===== src/adc_ti_pkg.sv =====
// ---------------------------------------------------------------------------
// adc_ti_pkg : shared types and constants of the ADC table interpolator
// Payload structs, table geometry, command codes and the control/status
// bundles that pass between the controller and the datapath.
// ---------------------------------------------------------------------------
package adc_ti_pkg;

	// Table geometry
	localparam int TABLE_DEPTH = 64;
	localparam int SAMPLE_BITS = 12;
	localparam int ADDR_W      = $clog2(TABLE_DEPTH);

	// Field widths fixed by the interface
	localparam int TEMP_W  = 16;
	localparam int INDEX_W = 6;
	localparam int SEG_W   = 6;
	localparam int CFG_W   = 7;

	// entries_used reset value
	localparam logic [CFG_W-1:0] ENTRIES_RESET = 7'd64;

	// Comparison widths for clamping the entry count and checking write indexes
	localparam int LIM_W = (CFG_W > ADDR_W + 1) ? CFG_W : ADDR_W + 1;
	localparam int WI_W  = (INDEX_W > ADDR_W + 1) ? INDEX_W : ADDR_W + 1;

	// Arithmetic widths
	localparam int DIFF_W = TEMP_W + 1;
	localparam int MULB_W = SAMPLE_BITS + 1;
	localparam int PROD_W = DIFF_W + MULB_W;
	localparam int NUM_W  = PROD_W + 1;

	// Divider: the quotient magnitude never exceeds 2^15, so 16 steps suffice
	localparam int DIV_STEPS = TEMP_W;
	localparam int DCNT_W    = $clog2(DIV_STEPS);
	localparam logic [DCNT_W-1:0] DIV_LAST = DCNT_W'(DIV_STEPS - 1);

	// Item command codes
	localparam logic CMD_WRITE   = 1'b0;
	localparam logic CMD_CONVERT = 1'b1;

	// Input transaction
	typedef struct packed {
		logic                          cmd;
		logic [INDEX_W-1:0]            entry_index;
		logic [SAMPLE_BITS-1:0]        entry_sample;
		logic signed [TEMP_W-1:0]      entry_temp;
		logic [SAMPLE_BITS-1:0]        sample;
	} item_t;

	// Output transaction
	typedef struct packed {
		logic signed [TEMP_W-1:0]      temperature;
		logic                          exact_hit;
		logic                          out_of_range;
		logic [SEG_W-1:0]              segment;
	} result_t;

	// One calibration table entry as held in RAM
	typedef struct packed {
		logic [SAMPLE_BITS-1:0]        sample;
		logic signed [TEMP_W-1:0]      temp;
	} entry_t;

	localparam int ENTRY_W = $bits(entry_t);

	// Controller to datapath commands
	typedef struct packed {
		logic wr_entry;    // store the input entry in the table
		logic load_conv;   // latch sample and entry count, rewind the scan
		logic advance;     // move the read pointer on by one entry
		logic keep_prev;   // remember the entry just read as the lower entry
		logic capture;     // latch the outcome and interpolation operands
		logic mul_en;      // register a product
		logic mul_sel;     // 0: tlo * d, 1: (thi - tlo) * (x - xlo)
		logic acc_init;    // accumulator takes the product register
		logic acc_add;     // accumulator adds the product register
		logic div_load;    // load the divider from the accumulator
		logic div_step;    // one restoring division step
		logic div_end;     // apply the sign to the quotient
		logic out_load;    // move the finished answer to the output register
	} ctrl_cmd_t;

	// Datapath to controller status
	typedef struct packed {
		logic found;       // scan stops at the entry now on the read port
		logic interp;      // that stop needs interpolation
		logic div_last;    // divider is on its final step
	} dp_status_t;

endpackage


===== src/adc_ti_ram.sv =====
// ---------------------------------------------------------------------------
// adc_ti_ram : generic single-port-write, single-port-read RAM
// One write and one read per cycle, read data registered.
// ---------------------------------------------------------------------------
module adc_ti_ram #(
	parameter int WIDTH = 8,
	parameter int DEPTH = 16
) (
	input  logic                     clk,
	input  logic                     we,
	input  logic [$clog2(DEPTH)-1:0] waddr,
	input  logic [WIDTH-1:0]         wdata,
	input  logic [$clog2(DEPTH)-1:0] raddr,
	output logic [WIDTH-1:0]         rdata
);

	logic [WIDTH-1:0] mem_q [DEPTH];

	// Write port
	always_ff @(posedge clk) begin
		if (we) begin
			mem_q[waddr] <= wdata;
		end
	end

	// Registered read port
	always_ff @(posedge clk) begin
		rdata <= mem_q[raddr];
	end

endmodule


===== src/adc_ti_dp.sv =====
// ---------------------------------------------------------------------------
// adc_ti_dp : datapath of the ADC table interpolator
// Calibration table RAM, scan pointer, shared multiplier, accumulator,
// restoring divider and the output register.
// ---------------------------------------------------------------------------
module adc_ti_dp (
	input  logic                         clk,
	input  logic                         arst_n,
	input  adc_ti_pkg::item_t            item,
	input  logic                         entries_used_we,
	input  logic [adc_ti_pkg::CFG_W-1:0] entries_used,
	input  adc_ti_pkg::ctrl_cmd_t        cmd,
	output adc_ti_pkg::dp_status_t       status,
	output adc_ti_pkg::result_t          result
);

	localparam int SB  = adc_ti_pkg::SAMPLE_BITS;
	localparam int AW  = adc_ti_pkg::ADDR_W;
	localparam int TW  = adc_ti_pkg::TEMP_W;

	logic [adc_ti_pkg::CFG_W-1:0]          entries_used_q;
	logic [SB-1:0]                         x_q;
	logic [AW-1:0]                         last_q;
	logic [AW-1:0]                         addr_q;
	logic [AW-1:0]                         cur_q;
	adc_ti_pkg::entry_t                    prev_q;
	logic signed [TW-1:0]                  res_temp_q;
	logic                                  exact_q;
	logic                                  oor_q;
	logic [adc_ti_pkg::SEG_W-1:0]          seg_q;
	logic [SB-1:0]                         d_q;
	logic [SB-1:0]                         dx_q;
	logic signed [adc_ti_pkg::DIFF_W-1:0]  diff_q;
	logic signed [adc_ti_pkg::PROD_W-1:0]  mul_q;
	logic signed [adc_ti_pkg::NUM_W-1:0]   acc_q;
	logic [SB-1:0]                         rem_q;
	logic [TW-1:0]                         quo_q;
	logic                                  neg_q;
	logic [adc_ti_pkg::DCNT_W-1:0]         div_cnt_q;
	adc_ti_pkg::result_t                   result_q;

	logic [adc_ti_pkg::ENTRY_W-1:0]        ram_rdata;
	adc_ti_pkg::entry_t                    rd_entry;
	adc_ti_pkg::entry_t                    wr_entry;
	logic                                  wr_ok;
	logic [adc_ti_pkg::LIM_W-1:0]          n_ext;
	logic [AW-1:0]                         last_d;
	logic                                  hit;
	logic                                  eq;
	logic                                  cur_zero;
	logic                                  at_last;
	logic signed [adc_ti_pkg::DIFF_W-1:0]  mul_a;
	logic signed [adc_ti_pkg::MULB_W-1:0]  mul_b;
	logic [adc_ti_pkg::NUM_W-1:0]          acc_mag;
	logic [SB:0]                           div_trial;
	logic [SB:0]                           div_d;
	logic                                  div_ge;

	// Entry count register
	always_ff @(posedge clk or negedge arst_n) begin
		if (!arst_n) begin
			entries_used_q <= adc_ti_pkg::ENTRIES_RESET;
		end else if (entries_used_we) begin
			entries_used_q <= entries_used;
		end
	end

	// Calibration table
	assign wr_entry.sample = item.entry_sample;
	assign wr_entry.temp   = item.entry_temp;
	assign wr_ok = adc_ti_pkg::WI_W'(item.entry_index)
		< adc_ti_pkg::WI_W'(adc_ti_pkg::TABLE_DEPTH);

	adc_ti_ram #(
		.WIDTH(adc_ti_pkg::ENTRY_W),
		.DEPTH(adc_ti_pkg::TABLE_DEPTH)
	) u_table (
		.clk   (clk),
		.we    (cmd.wr_entry & wr_ok),
		.waddr (AW'(item.entry_index)),
		.wdata (wr_entry),
		.raddr (addr_q),
		.rdata (ram_rdata)
	);

	assign rd_entry = adc_ti_pkg::entry_t'(ram_rdata);

	// Index of the last entry in use, count clamped to 2..TABLE_DEPTH
	always_comb begin
		n_ext = adc_ti_pkg::LIM_W'(entries_used_q);
		if (n_ext < adc_ti_pkg::LIM_W'(2)) begin
			last_d = AW'(1);
		end else if (n_ext > adc_ti_pkg::LIM_W'(adc_ti_pkg::TABLE_DEPTH)) begin
			last_d = AW'(adc_ti_pkg::TABLE_DEPTH - 1);
		end else begin
			last_d = AW'(n_ext - adc_ti_pkg::LIM_W'(1));
		end
	end

	// Scan pointer: addr_q feeds the RAM, cur_q names the entry on its output
	always_ff @(posedge clk) begin
		if (cmd.load_conv) begin
			x_q    <= item.sample;
			last_q <= last_d;
			addr_q <= '0;
		end else if (cmd.advance) begin
			cur_q  <= addr_q;
			addr_q <= addr_q + AW'(1);
		end
		if (cmd.keep_prev) begin
			prev_q <= rd_entry;
		end
	end

	// Classification of the entry on the read port
	assign hit      = rd_entry.sample >= x_q;
	assign eq       = rd_entry.sample == x_q;
	assign cur_zero = cur_q == '0;
	assign at_last  = cur_q == last_q;

	assign status.found    = hit | at_last;
	assign status.interp   = hit & ~eq & ~cur_zero;
	assign status.div_last = div_cnt_q == adc_ti_pkg::DIV_LAST;

	// Outcome and interpolation operands
	always_ff @(posedge clk) begin
		if (cmd.capture) begin
			res_temp_q <= rd_entry.temp;
			exact_q    <= hit & eq;
			oor_q      <= ~hit | (~eq & cur_zero);
			seg_q      <= adc_ti_pkg::SEG_W'(cur_q);
			d_q        <= rd_entry.sample - prev_q.sample;
			dx_q       <= x_q - prev_q.sample;
			diff_q     <= {rd_entry.temp[TW-1], rd_entry.temp}
				- {prev_q.temp[TW-1], prev_q.temp};
		end else if (cmd.div_end) begin
			res_temp_q <= neg_q ? -quo_q : quo_q;
		end
	end

	// Shared multiplier, registered
	always_comb begin
		if (cmd.mul_sel) begin
			mul_a = diff_q;
			mul_b = {1'b0, dx_q};
		end else begin
			mul_a = {prev_q.temp[TW-1], prev_q.temp};
			mul_b = {1'b0, d_q};
		end
	end

	always_ff @(posedge clk) begin
		if (cmd.mul_en) begin
			mul_q <= mul_a * mul_b;
		end
	end

	// Numerator accumulator
	always_ff @(posedge clk) begin
		if (cmd.acc_init) begin
			acc_q <= {mul_q[adc_ti_pkg::PROD_W-1], mul_q};
		end else if (cmd.acc_add) begin
			acc_q <= acc_q + {mul_q[adc_ti_pkg::PROD_W-1], mul_q};
		end
	end

	// Restoring divider on the magnitude, one quotient bit per step
	assign acc_mag   = acc_q[adc_ti_pkg::NUM_W-1] ? -acc_q : acc_q;
	assign div_trial = {rem_q, quo_q[TW-1]};
	assign div_d     = {1'b0, d_q};
	assign div_ge    = div_trial >= div_d;

	always_ff @(posedge clk) begin
		if (cmd.div_load) begin
			neg_q     <= acc_q[adc_ti_pkg::NUM_W-1];
			rem_q     <= acc_mag[SB+TW-1:TW];
			quo_q     <= acc_mag[TW-1:0];
			div_cnt_q <= '0;
		end else if (cmd.div_step) begin
			rem_q     <= div_ge ? SB'(div_trial - div_d) : div_trial[SB-1:0];
			quo_q     <= {quo_q[TW-2:0], div_ge};
			div_cnt_q <= div_cnt_q + adc_ti_pkg::DCNT_W'(1);
		end
	end

	// Output register
	always_ff @(posedge clk) begin
		if (cmd.out_load) begin
			result_q.temperature  <= res_temp_q;
			result_q.exact_hit    <= exact_q;
			result_q.out_of_range <= oor_q;
			result_q.segment      <= seg_q;
		end
	end

	assign result = result_q;

endmodule


===== src/adc_ti_ctrl.sv =====
// ---------------------------------------------------------------------------
// adc_ti_ctrl : controller of the ADC table interpolator
// Sequences table writes, the entry scan, multiply-accumulate, division
// and the hand-over of each result to the output channel.
// ---------------------------------------------------------------------------
module adc_ti_ctrl (
	input  logic                   clk,
	input  logic                   arst_n,
	input  logic                   item_valid,
	input  logic                   item_cmd,
	output logic                   item_stall,
	output logic                   result_valid,
	input  logic                   result_stall,
	input  adc_ti_pkg::dp_status_t status,
	output adc_ti_pkg::ctrl_cmd_t  cmd
);

	localparam logic [3:0] S_IDLE  = 4'd0;
	localparam logic [3:0] S_START = 4'd1;
	localparam logic [3:0] S_SCAN  = 4'd2;
	localparam logic [3:0] S_MUL0  = 4'd3;
	localparam logic [3:0] S_MUL1  = 4'd4;
	localparam logic [3:0] S_ACC   = 4'd5;
	localparam logic [3:0] S_DLOAD = 4'd6;
	localparam logic [3:0] S_DIV   = 4'd7;
	localparam logic [3:0] S_DEND  = 4'd8;
	localparam logic [3:0] S_FIN   = 4'd9;

	logic [3:0] state_q;
	logic [3:0] state_d;
	logic       result_valid_q;
	logic       accept;
	logic       out_free;

	assign accept     = item_valid & (state_q == S_IDLE);
	assign item_stall = state_q != S_IDLE;
	assign out_free   = ~result_valid_q | ~result_stall;

	// Next state and commands
	always_comb begin
		state_d = state_q;
		cmd     = '0;
		case (state_q)
			S_IDLE: begin
				if (accept) begin
					if (item_cmd == adc_ti_pkg::CMD_CONVERT) begin
						cmd.load_conv = 1'b1;
						state_d       = S_START;
					end else begin
						cmd.wr_entry = 1'b1;
					end
				end
			end
			S_START: begin
				cmd.advance = 1'b1;
				state_d     = S_SCAN;
			end
			S_SCAN: begin
				if (status.found) begin
					cmd.capture = 1'b1;
					state_d     = status.interp ? S_MUL0 : S_FIN;
				end else begin
					cmd.advance   = 1'b1;
					cmd.keep_prev = 1'b1;
				end
			end
			S_MUL0: begin
				cmd.mul_en = 1'b1;
				state_d    = S_MUL1;
			end
			S_MUL1: begin
				cmd.mul_en   = 1'b1;
				cmd.mul_sel  = 1'b1;
				cmd.acc_init = 1'b1;
				state_d      = S_ACC;
			end
			S_ACC: begin
				cmd.acc_add = 1'b1;
				state_d     = S_DLOAD;
			end
			S_DLOAD: begin
				cmd.div_load = 1'b1;
				state_d      = S_DIV;
			end
			S_DIV: begin
				cmd.div_step = 1'b1;
				if (status.div_last) begin
					state_d = S_DEND;
				end
			end
			S_DEND: begin
				cmd.div_end = 1'b1;
				state_d     = S_FIN;
			end
			S_FIN: begin
				// wait until the output register is free
				if (out_free) begin
					cmd.out_load = 1'b1;
					state_d      = S_IDLE;
				end
			end
			default: begin
				state_d = S_IDLE;
			end
		endcase
	end

	always_ff @(posedge clk or negedge arst_n) begin
		if (!arst_n) begin
			state_q <= S_IDLE;
		end else begin
			state_q <= state_d;
		end
	end

	// Output valid: set on load, cleared once the transaction is taken
	always_ff @(posedge clk or negedge arst_n) begin
		if (!arst_n) begin
			result_valid_q <= 1'b0;
		end else if (cmd.out_load) begin
			result_valid_q <= 1'b1;
		end else if (~result_stall) begin
			result_valid_q <= 1'b0;
		end
	end

	assign result_valid = result_valid_q;

endmodule


===== src/adc_table_interpolator.sv =====
// A convert result is valid once the scan finds its entry and, if needed, the
// interpolation multiplies, accumulates and divides. Throughput: one item at a
// time; writes are taken back to back, a convert holds off the next item until
// its result is loaded, longer while the previous result waits; the scan reads
// one entry per cycle, the divider takes 16 steps.
// Reset clears control state and sets entries_used to 64; table stays undefined.
// ---------------------------------------------------------------------------
// adc_table_interpolator : top level of the ADC table interpolator
// Converts raw converter samples to temperature by piecewise linear
// interpolation through a loaded calibration table.
// ---------------------------------------------------------------------------
module adc_table_interpolator (
	input  logic                         clk,
	input  logic                         arst_n,
	input  logic                         item_valid,
	output logic                         item_stall,
	input  adc_ti_pkg::item_t            item,
	output logic                         result_valid,
	input  logic                         result_stall,
	output adc_ti_pkg::result_t          result,
	input  logic                         entries_used_we,
	input  logic [adc_ti_pkg::CFG_W-1:0] entries_used
);

	adc_ti_pkg::ctrl_cmd_t  cmd;
	adc_ti_pkg::dp_status_t status;

	// Controller
	adc_ti_ctrl u_ctrl (
		.clk          (clk),
		.arst_n       (arst_n),
		.item_valid   (item_valid),
		.item_cmd     (item.cmd),
		.item_stall   (item_stall),
		.result_valid (result_valid),
		.result_stall (result_stall),
		.status       (status),
		.cmd          (cmd)
	);

	// Datapath
	adc_ti_dp u_dp (
		.clk             (clk),
		.arst_n          (arst_n),
		.item            (item),
		.entries_used_we (entries_used_we),
		.entries_used    (entries_used),
		.cmd             (cmd),
		.status          (status),
		.result          (result)
	);

endmodule


===== config.mk =====
export PLATFORM = sky130hd
export DESIGN_NAME = adc_table_interpolator
export DESIGN_NICKNAME = d
export VERILOG_FILES = /design/src/adc_ti_pkg.sv /design/src/adc_ti_ram.sv /design/src/adc_ti_dp.sv /design/src/adc_ti_ctrl.sv /design/src/adc_table_interpolator.sv
export SDC_FILE = /design/constraint.sdc
export NUM_CORES = 2
export LEC_CHECK = 0
export ABC_AREA = 1
export ABC_CLOCK_PERIOD_IN_PS = 16700
export BUFFER_PORTS_ARGS = -buffer_cell sky130_fd_sc_hd__buf_4
export CAP_MARGIN = 20
export CORE_MARGIN = 2
export CORE_UTILIZATION = 30
export DETAILED_ROUTE_END_ITERATION = 16
export PLACE_DENSITY = 0.51
export SETUP_SLACK_MARGIN = 0.02
export SLEW_MARGIN = 5
export SYNTH_ARGS = -nofsm -noshare
export SYNTH_HDL_FRONTEND = slang
export SYNTH_SLANG_ARGS = --single-unit
export TNS_END_PERCENT = 30

===== constraint.sdc =====
create_clock -name clk -period 16.7 [get_ports clk]
set_input_delay 1.67 -clock clk [delete_from_list [all_inputs] [get_ports clk]]
set_output_delay 1.67 -clock clk [all_outputs]
set_load 0.02 [all_outputs]

---- After elaboration in Yosys (flattened, before gate mapping) ----
Memories as Yosys holds them, arrays and structs flattened. A register that Yosys moved wholly into a read port is not among the register bits.
Cells that the tools add are included.
storage, ports and cells
  bits of input ports ..................... 59
  memories kept ........................... 1
  output and inout bits ................... 26
  word-level logic and storage cells ...... 126
  bits in registers ....................... 253
  RAM bits ................................ 1792
memories
  memory              words  bits a word  rd ports  clocked after memory_dff  write ports  line              source
  u_dp.u_table.mem_q  64     28           1         1                         1            adc_ti_ram.sv:17  logic [WIDTH-1:0] mem_q [DEPTH];
operators by class
  order comparisons ....................... 4
  reductions and logical operators ........ 10
  multipliers ............................. 1
  bitwise logic cells ..................... 14
  equal/unequal tests ..................... 18
  mux-type cells .......................... 41
  add/sub/neg operators ................... 10
operators with widths
  cell                   number
  $mux W16               5
  $mux W31               2
  $mux W12               4
  $pmux W4 S10           1
  $sub A12 B12 Y12       3
  $add A31 B31 Y31       1
  $mul A17 B13 Y30       1
  $mux W28               1
  $neg A28 Y28           1
  $mux W4                6
  $mux W17               1
  $sub A16 B16 Y17       1
  $eq A4 B3 Y1 const B   4
  $neg A16 Y16           1
  $mux W1                14
  $ge A13 B12 Y1         1
  $eq A12 B12 Y1         1
  $eq A4 B4 Y1 const B   3
  $ge A12 B12 Y1         1
  $mux W2                5
  $eq A4 B2 Y1 const B   2
  $gt A7 B7 Y1 const B   1
  $lt A7 B2 Y1 const B   1
  $add A6 B1 Y6 const B  1
  other kinds (18)       36

---- Logic depth before layout (Yosys ltp) ----
  depth in word-level cells ............... 7
  mapped depth ............................ 31
  mapped depth without buffers ............ 28

---- Modules after synthesis ----
A second synthesis with hierarchy kept.
second synthesis, totals
  cell total of the unflattened synthesis .. 8976
  area total of the unflattened synthesis .. 96491.3 µm²
by module, submodules not included
  module       area each (µm²)  cells an instance  instances  sequential area each (µm²)
  adc_ti_ram   72898.7          6085               1          54372.1
  adc_ti_dp    23145.9          2821               1          7313.3
  adc_ti_ctrl  446.7            70                 1          125.1

---- Worst setup path before layout ----
No wires, ideal clock.
  path kind ............................... register to register
  from .................................... reg u_ctrl.state_q[1]
  to ...................................... reg u_dp.mul_q[29] (netlist name), data pin
  arrival ................................. 5536 ps
  setup time .............................. 253 ps
  stages on the path, launching flop included .. 25
  clock period less this slack ............ 5789 ps
  path buffers ............................ 2
  setup slack ............................. 10911 ps
  required time ........................... 16447 ps
  path through ............................ dfrtp_1 nor2_1 nand2_1 buf_4 buf_2 nand2_1 o21ai_2 nor2_1 inv_1 fa_1 fa_1 inv_1 fa_1 inv_1 fa_1 fa_1 inv_1 ha_1 inv_1 nor3_1 nand2_1 o21bai_1 and2_1 nand3_1 nand2_1
on the way
  cells in the longest elaborated chain, start to end .. 4
  elaborated cells between the ends (all ways) .. 5
  those cells by class .................... 1 x mul; 1 x eq/ne; 3 x mux
ends and longest elaborated chain
  what                                  line                source
  start: declaration                    adc_ti_ctrl.sv:29   logic [3:0] state_q;
  start signal: assignment              adc_ti_ctrl.sv:112  state_q <= state_d;
  $eq A4 B3 Y1 (*)                      adc_ti_ctrl.sv:43   case (state_q)
  $mux W2 (*)                           adc_ti_ctrl.sv:43
  $mux W17 or $mux W12 (tied branches)  adc_ti_dp.sv:143    if (cmd.mul_sel) begin
  $mul A17 B13 Y30 (*)                  adc_ti_dp.sv:154    mul_q <= mul_a * mul_b;
  end signal: assignment                adc_ti_dp.sv:154
  end: declaration                      adc_ti_dp.sv:34     logic signed [adc_ti_pkg::PROD_W-1:0] mul_q;
Mark *: on every way between the ends. The rest lies on a longest branch, timed or not.
A chain may end at the register's enable or synchronous reset.

---- Worst setup path in the final report ----
  from .................................... reg u_ctrl.state_q[1]
  to ...................................... reg u_dp.mul_q[23] (netlist name), data pin
The elaborated chain is that of the path after synthesis.

==> impl_metrics.ini <==
[synth]
synth_area_per_cell_sq_um = 11.3
synth-edff-count = 2023
mappedNetlistNets = 8835
postSynth.asyncResetShare_pct = 0.579
synthCells = 8416
synth.yosys.seq_area_share_pct = 64.9
yosysWarningCount = 0
mappedNetlistArea_sq_mm = 0.0952
post_synth_num_cell_types = 48
postSynthRegisterBits = 2073
yosys_most_used_dff = sky130_fd_sc_hd__edfxtp_1

[placement]
gpl.final_weighted_congestion = 0.874
post-dp-hpwl_um = 173000
io_buffer_count = 84

[clock_network]
clock_path_buffers = 4
postCtsSetupBuffers = 0
worst_skew_pair.late_latency_ps = 950
post_cts_resize_count = 0
clk_pin_slew_ps = 70
htree_num_levels = 4
holdBufCountCts = 0
clkSinkCount = 2073
cts_tree = yes
cts_inserted_buffers = 226
cts_root_buffer = sky130_fd_sc_hd__clkbuf_16

[layout]
layout.area.seq_sq_mm = 0.0618
design.final.nets = 8856
num-fill-cells = 31082
drive_gt1_share_pct = 7.31
most-common-layout-cells = sky130_fd_sc_hd__edfxtp_1 (2023), sky130_fd_sc_hd__nor2_1 (1447), sky130_fd_sc_hd__nand2_1 (1142), sky130_fd_sc_hd__o21ai_0 (995), sky130_fd_sc_hd__inv_1 (648)
total_area_of_multi_input_combinational_cells_sq_mm = 0.0293
mostFrequentLayoutCell = sky130_fd_sc_hd__edfxtp_1
area_delta_synth_final_pct = 13.0

[floorplanning]
row_count = 206
core-area_sq_mm = 0.315
die_area_sq_mm = 0.322
dieHeight_um = 567
die_width_um = 567
io_pins = 85
floorplan.initialDensity_pct = 30.2

[worst_setup_path]
critPathRequiredTime_ps = 17260
worstRegToRegCells = 23
rrSetupSlack_ps = 9340
worstReg2RegEnd = u_dp.mul_q[23]
worst_ep_arrival_time_ps = 7920
timing.rr.start = u_ctrl.state_q[1]
critPathCaptureType = register
crit_fanout = 53
crit_path_start_kind = register
worstSetupPathType = reg -> reg

[global_routing]
grt_first_pass_wirelength_um = 426000
track_usage_pct = 17.8
leftover_overflow_at_the_end_of_global_routing = 0
maximum_number_of_pins_on_one_net_before_global_route_repair = 201
first_global_vias = 61852
number_of_antenna_violations_at_the_first_check_in_global_routing = 20

[timing]
grt_setup_unrepaired = no
finalSetupTns_ps = 0
setup_viol = 0
post-route-min-period_ps = 7360
hold_viol_final = 0
fin_crit_sh_pct = 44.1
pins_over_their_slew_limit = 0
fmax_mhz = 136
clock-skew-final_ps = 153
worst_max_slew_pin_slew_ps = 1000
relSlewSlack_pct = 32.9

[min_path]
min_from = u_dp.exact_q
holdPathStages = 0
holdPathEnd = u_dp.result[7]
hold_class = reg -> reg

[drt]
drt_drc_violations_left = 0
drt-initial-drc-count = 6139
detail_route.first_pass.iterations = 7
wl_per_cell_um = 23.0
final_antenna_net_count = 0
vias_per_cell = 4.96
met2WireLength_um = 141000
routedLengthMet1_um = 126000
via_count = 63398
route.top_layer_used = met4
postRouteWirelength_um = 294000
detailroute.wirelength.met3_um = 16600

[run_status]
run_status = finished, final reports clean

[flow_run]
max-cap-violations = 0
[through the flow]
step / area (sq um) / setup WS (ps) / std cells / utilization, % / hold slack, ps
after floorplan: 95200 / 10910 / 8416 / - / 400
after CTS: 108000 / 9270 / 12768 / 34.1 / 420
after global routing: 108000 / 8730 / 12774 / 34.1 / 429
after detailed placement: 101000 / 9270 / 12367 / 31.9 / 405
after global placement: 100000 / 9300 / 12363 / 31.9 / 409
final: 108000 / 9340 / 12783 / 34.1 / 418
[synth_stat cells, types with 42 or more instances]
cell | n | share of area, %
sky130_fd_sc_hd__o22ai_1 | 145 | 0.95
sky130_fd_sc_hd__a21oi_1 | 162 | 0.85
sky130_fd_sc_hd__nor2_1 | 1515 | 6.0
sky130_fd_sc_hd__xor2_1 | 70 | 0.64
sky130_fd_sc_hd__nand4_1 | 59 | 0.39
sky130_fd_sc_hd__o21ai_1 | 58 | 0.31
sky130_fd_sc_hd__fa_1 | 193 | 4.1
sky130_fd_sc_hd__ha_1 | 167 | 2.2
sky130_fd_sc_hd__nand3b_1 | 42 | 0.33
sky130_fd_sc_hd__nand2_1 | 1144 | 4.5
sky130_fd_sc_hd__o211ai_1 | 230 | 1.8
sky130_fd_sc_hd__buf_1 | 42 | 0.17
sky130_fd_sc_hd__edfxtp_1 | 2023 | 64
sky130_fd_sc_hd__buf_4 | 42 | 0.33
sky130_fd_sc_hd__nand3_1 | 318 | 1.7
sky130_fd_sc_hd__buf_2 | 97 | 0.51
sky130_fd_sc_hd__inv_1 | 651 | 2.6
sky130_fd_sc_hd__clkbuf_1 | 199 | 0.78
sky130_fd_sc_hd__o21ai_0 | 996 | 5.2
[critical path: stages (launching register included)]
cell                       delay [ps]
sky130_fd_sc_hd__dfrtp_1          440
sky130_fd_sc_hd__nor2_1           290
sky130_fd_sc_hd__nand2_4          300
sky130_fd_sc_hd__buf_4            420
sky130_fd_sc_hd__o21ai_0          650
sky130_fd_sc_hd__inv_1            440
sky130_fd_sc_hd__nor2_1           270
sky130_fd_sc_hd__fa_1             450
sky130_fd_sc_hd__inv_1            100
sky130_fd_sc_hd__fa_1             420
sky130_fd_sc_hd__inv_1             90
sky130_fd_sc_hd__fa_1             440
sky130_fd_sc_hd__fa_1             540
sky130_fd_sc_hd__inv_1             50
sky130_fd_sc_hd__fa_1             470
sky130_fd_sc_hd__inv_1             40
sky130_fd_sc_hd__ha_1             340
sky130_fd_sc_hd__nand2_1          110
sky130_fd_sc_hd__nor4_1           570
sky130_fd_sc_hd__nand2_1          150
sky130_fd_sc_hd__a21boi_0         300
sky130_fd_sc_hd__nor2_1            70
sky130_fd_sc_hd__nand2_1           70
sky130_fd_sc_hd__nand2_1           50
[per-layer routing]
layer	vias to the layer above	GRT usage [%]
met2	1808	30.4
met1	31846	23.4
met3	381	2.23
li1	29363	-
met5	-	0
met4	0	5.92
[flip-flops by register name, summed over array words and instances, names as in the netlist, 7 cells and up]
signal,count
u_dp.u_table.mem_q,1792
u_dp.acc_q,31
u_dp.mul_q,30
u_dp.prev_q,28
u_dp.u_table.rdata,28
u_dp.result,24
u_dp.diff_q,17
u_dp.quo_q,16
u_dp.res_temp_q,16
u_dp.d_q,12
u_dp.dx_q,12
u_dp.rem_q,12
u_dp.x_q,12
u_dp.entries_used_q,7
[logic make-up after synthesis]
| kind of cell | Yosys count | share of synthesized area [%] |
|---|---|---|
| xor gates and xnor gates | 106 | 0.975 |
| buffers and inverters | 1079 | 4.84 |
| muxes | 2 | 0.0223 |
| AOI/OAI and AO/OA | 1666 | 9.76 |
| and+or+nand+nor | 3130 | 13.2 |
| adders and majority gates | 360 | 6.26 |
| DFF | 2073 | 64.9 |
[final cells by class]
type                    count  area share (%)
diodes                     13          0.0302
well taps                4160            4.84
flip-flops and latches   2073            57.5
repair buffers            209            1.65
inverters                 663            2.34
clock inverters           122           0.984
clock buffers             279            5.50
multi-input cells        5264            27.2
[how the worst max path moves through the flow]
stage	start	end	slack (ps)	cells past startpoint
3_3_place_gp	u_ctrl.state_q[1]	u_dp.mul_q[23]	9300	23
6_report	u_ctrl.state_q[1]	u_dp.mul_q[23]	9340	23
5_1_grt	u_ctrl.state_q[1]	u_dp.mul_q[23]	8730	23
2_1_floorplan	u_ctrl.state_q[1]	u_dp.mul_q[29]	10910	24
4_1_cts	u_ctrl.state_q[1]	u_dp.mul_q[23]	9270	23
3_5_place_dp	u_ctrl.state_q[1]	u_dp.mul_q[23]	9270	23
Power is left out: the tool's default activity adds up to more than one toggle a clock period on the data nets, which glitch-free logic cannot reach.
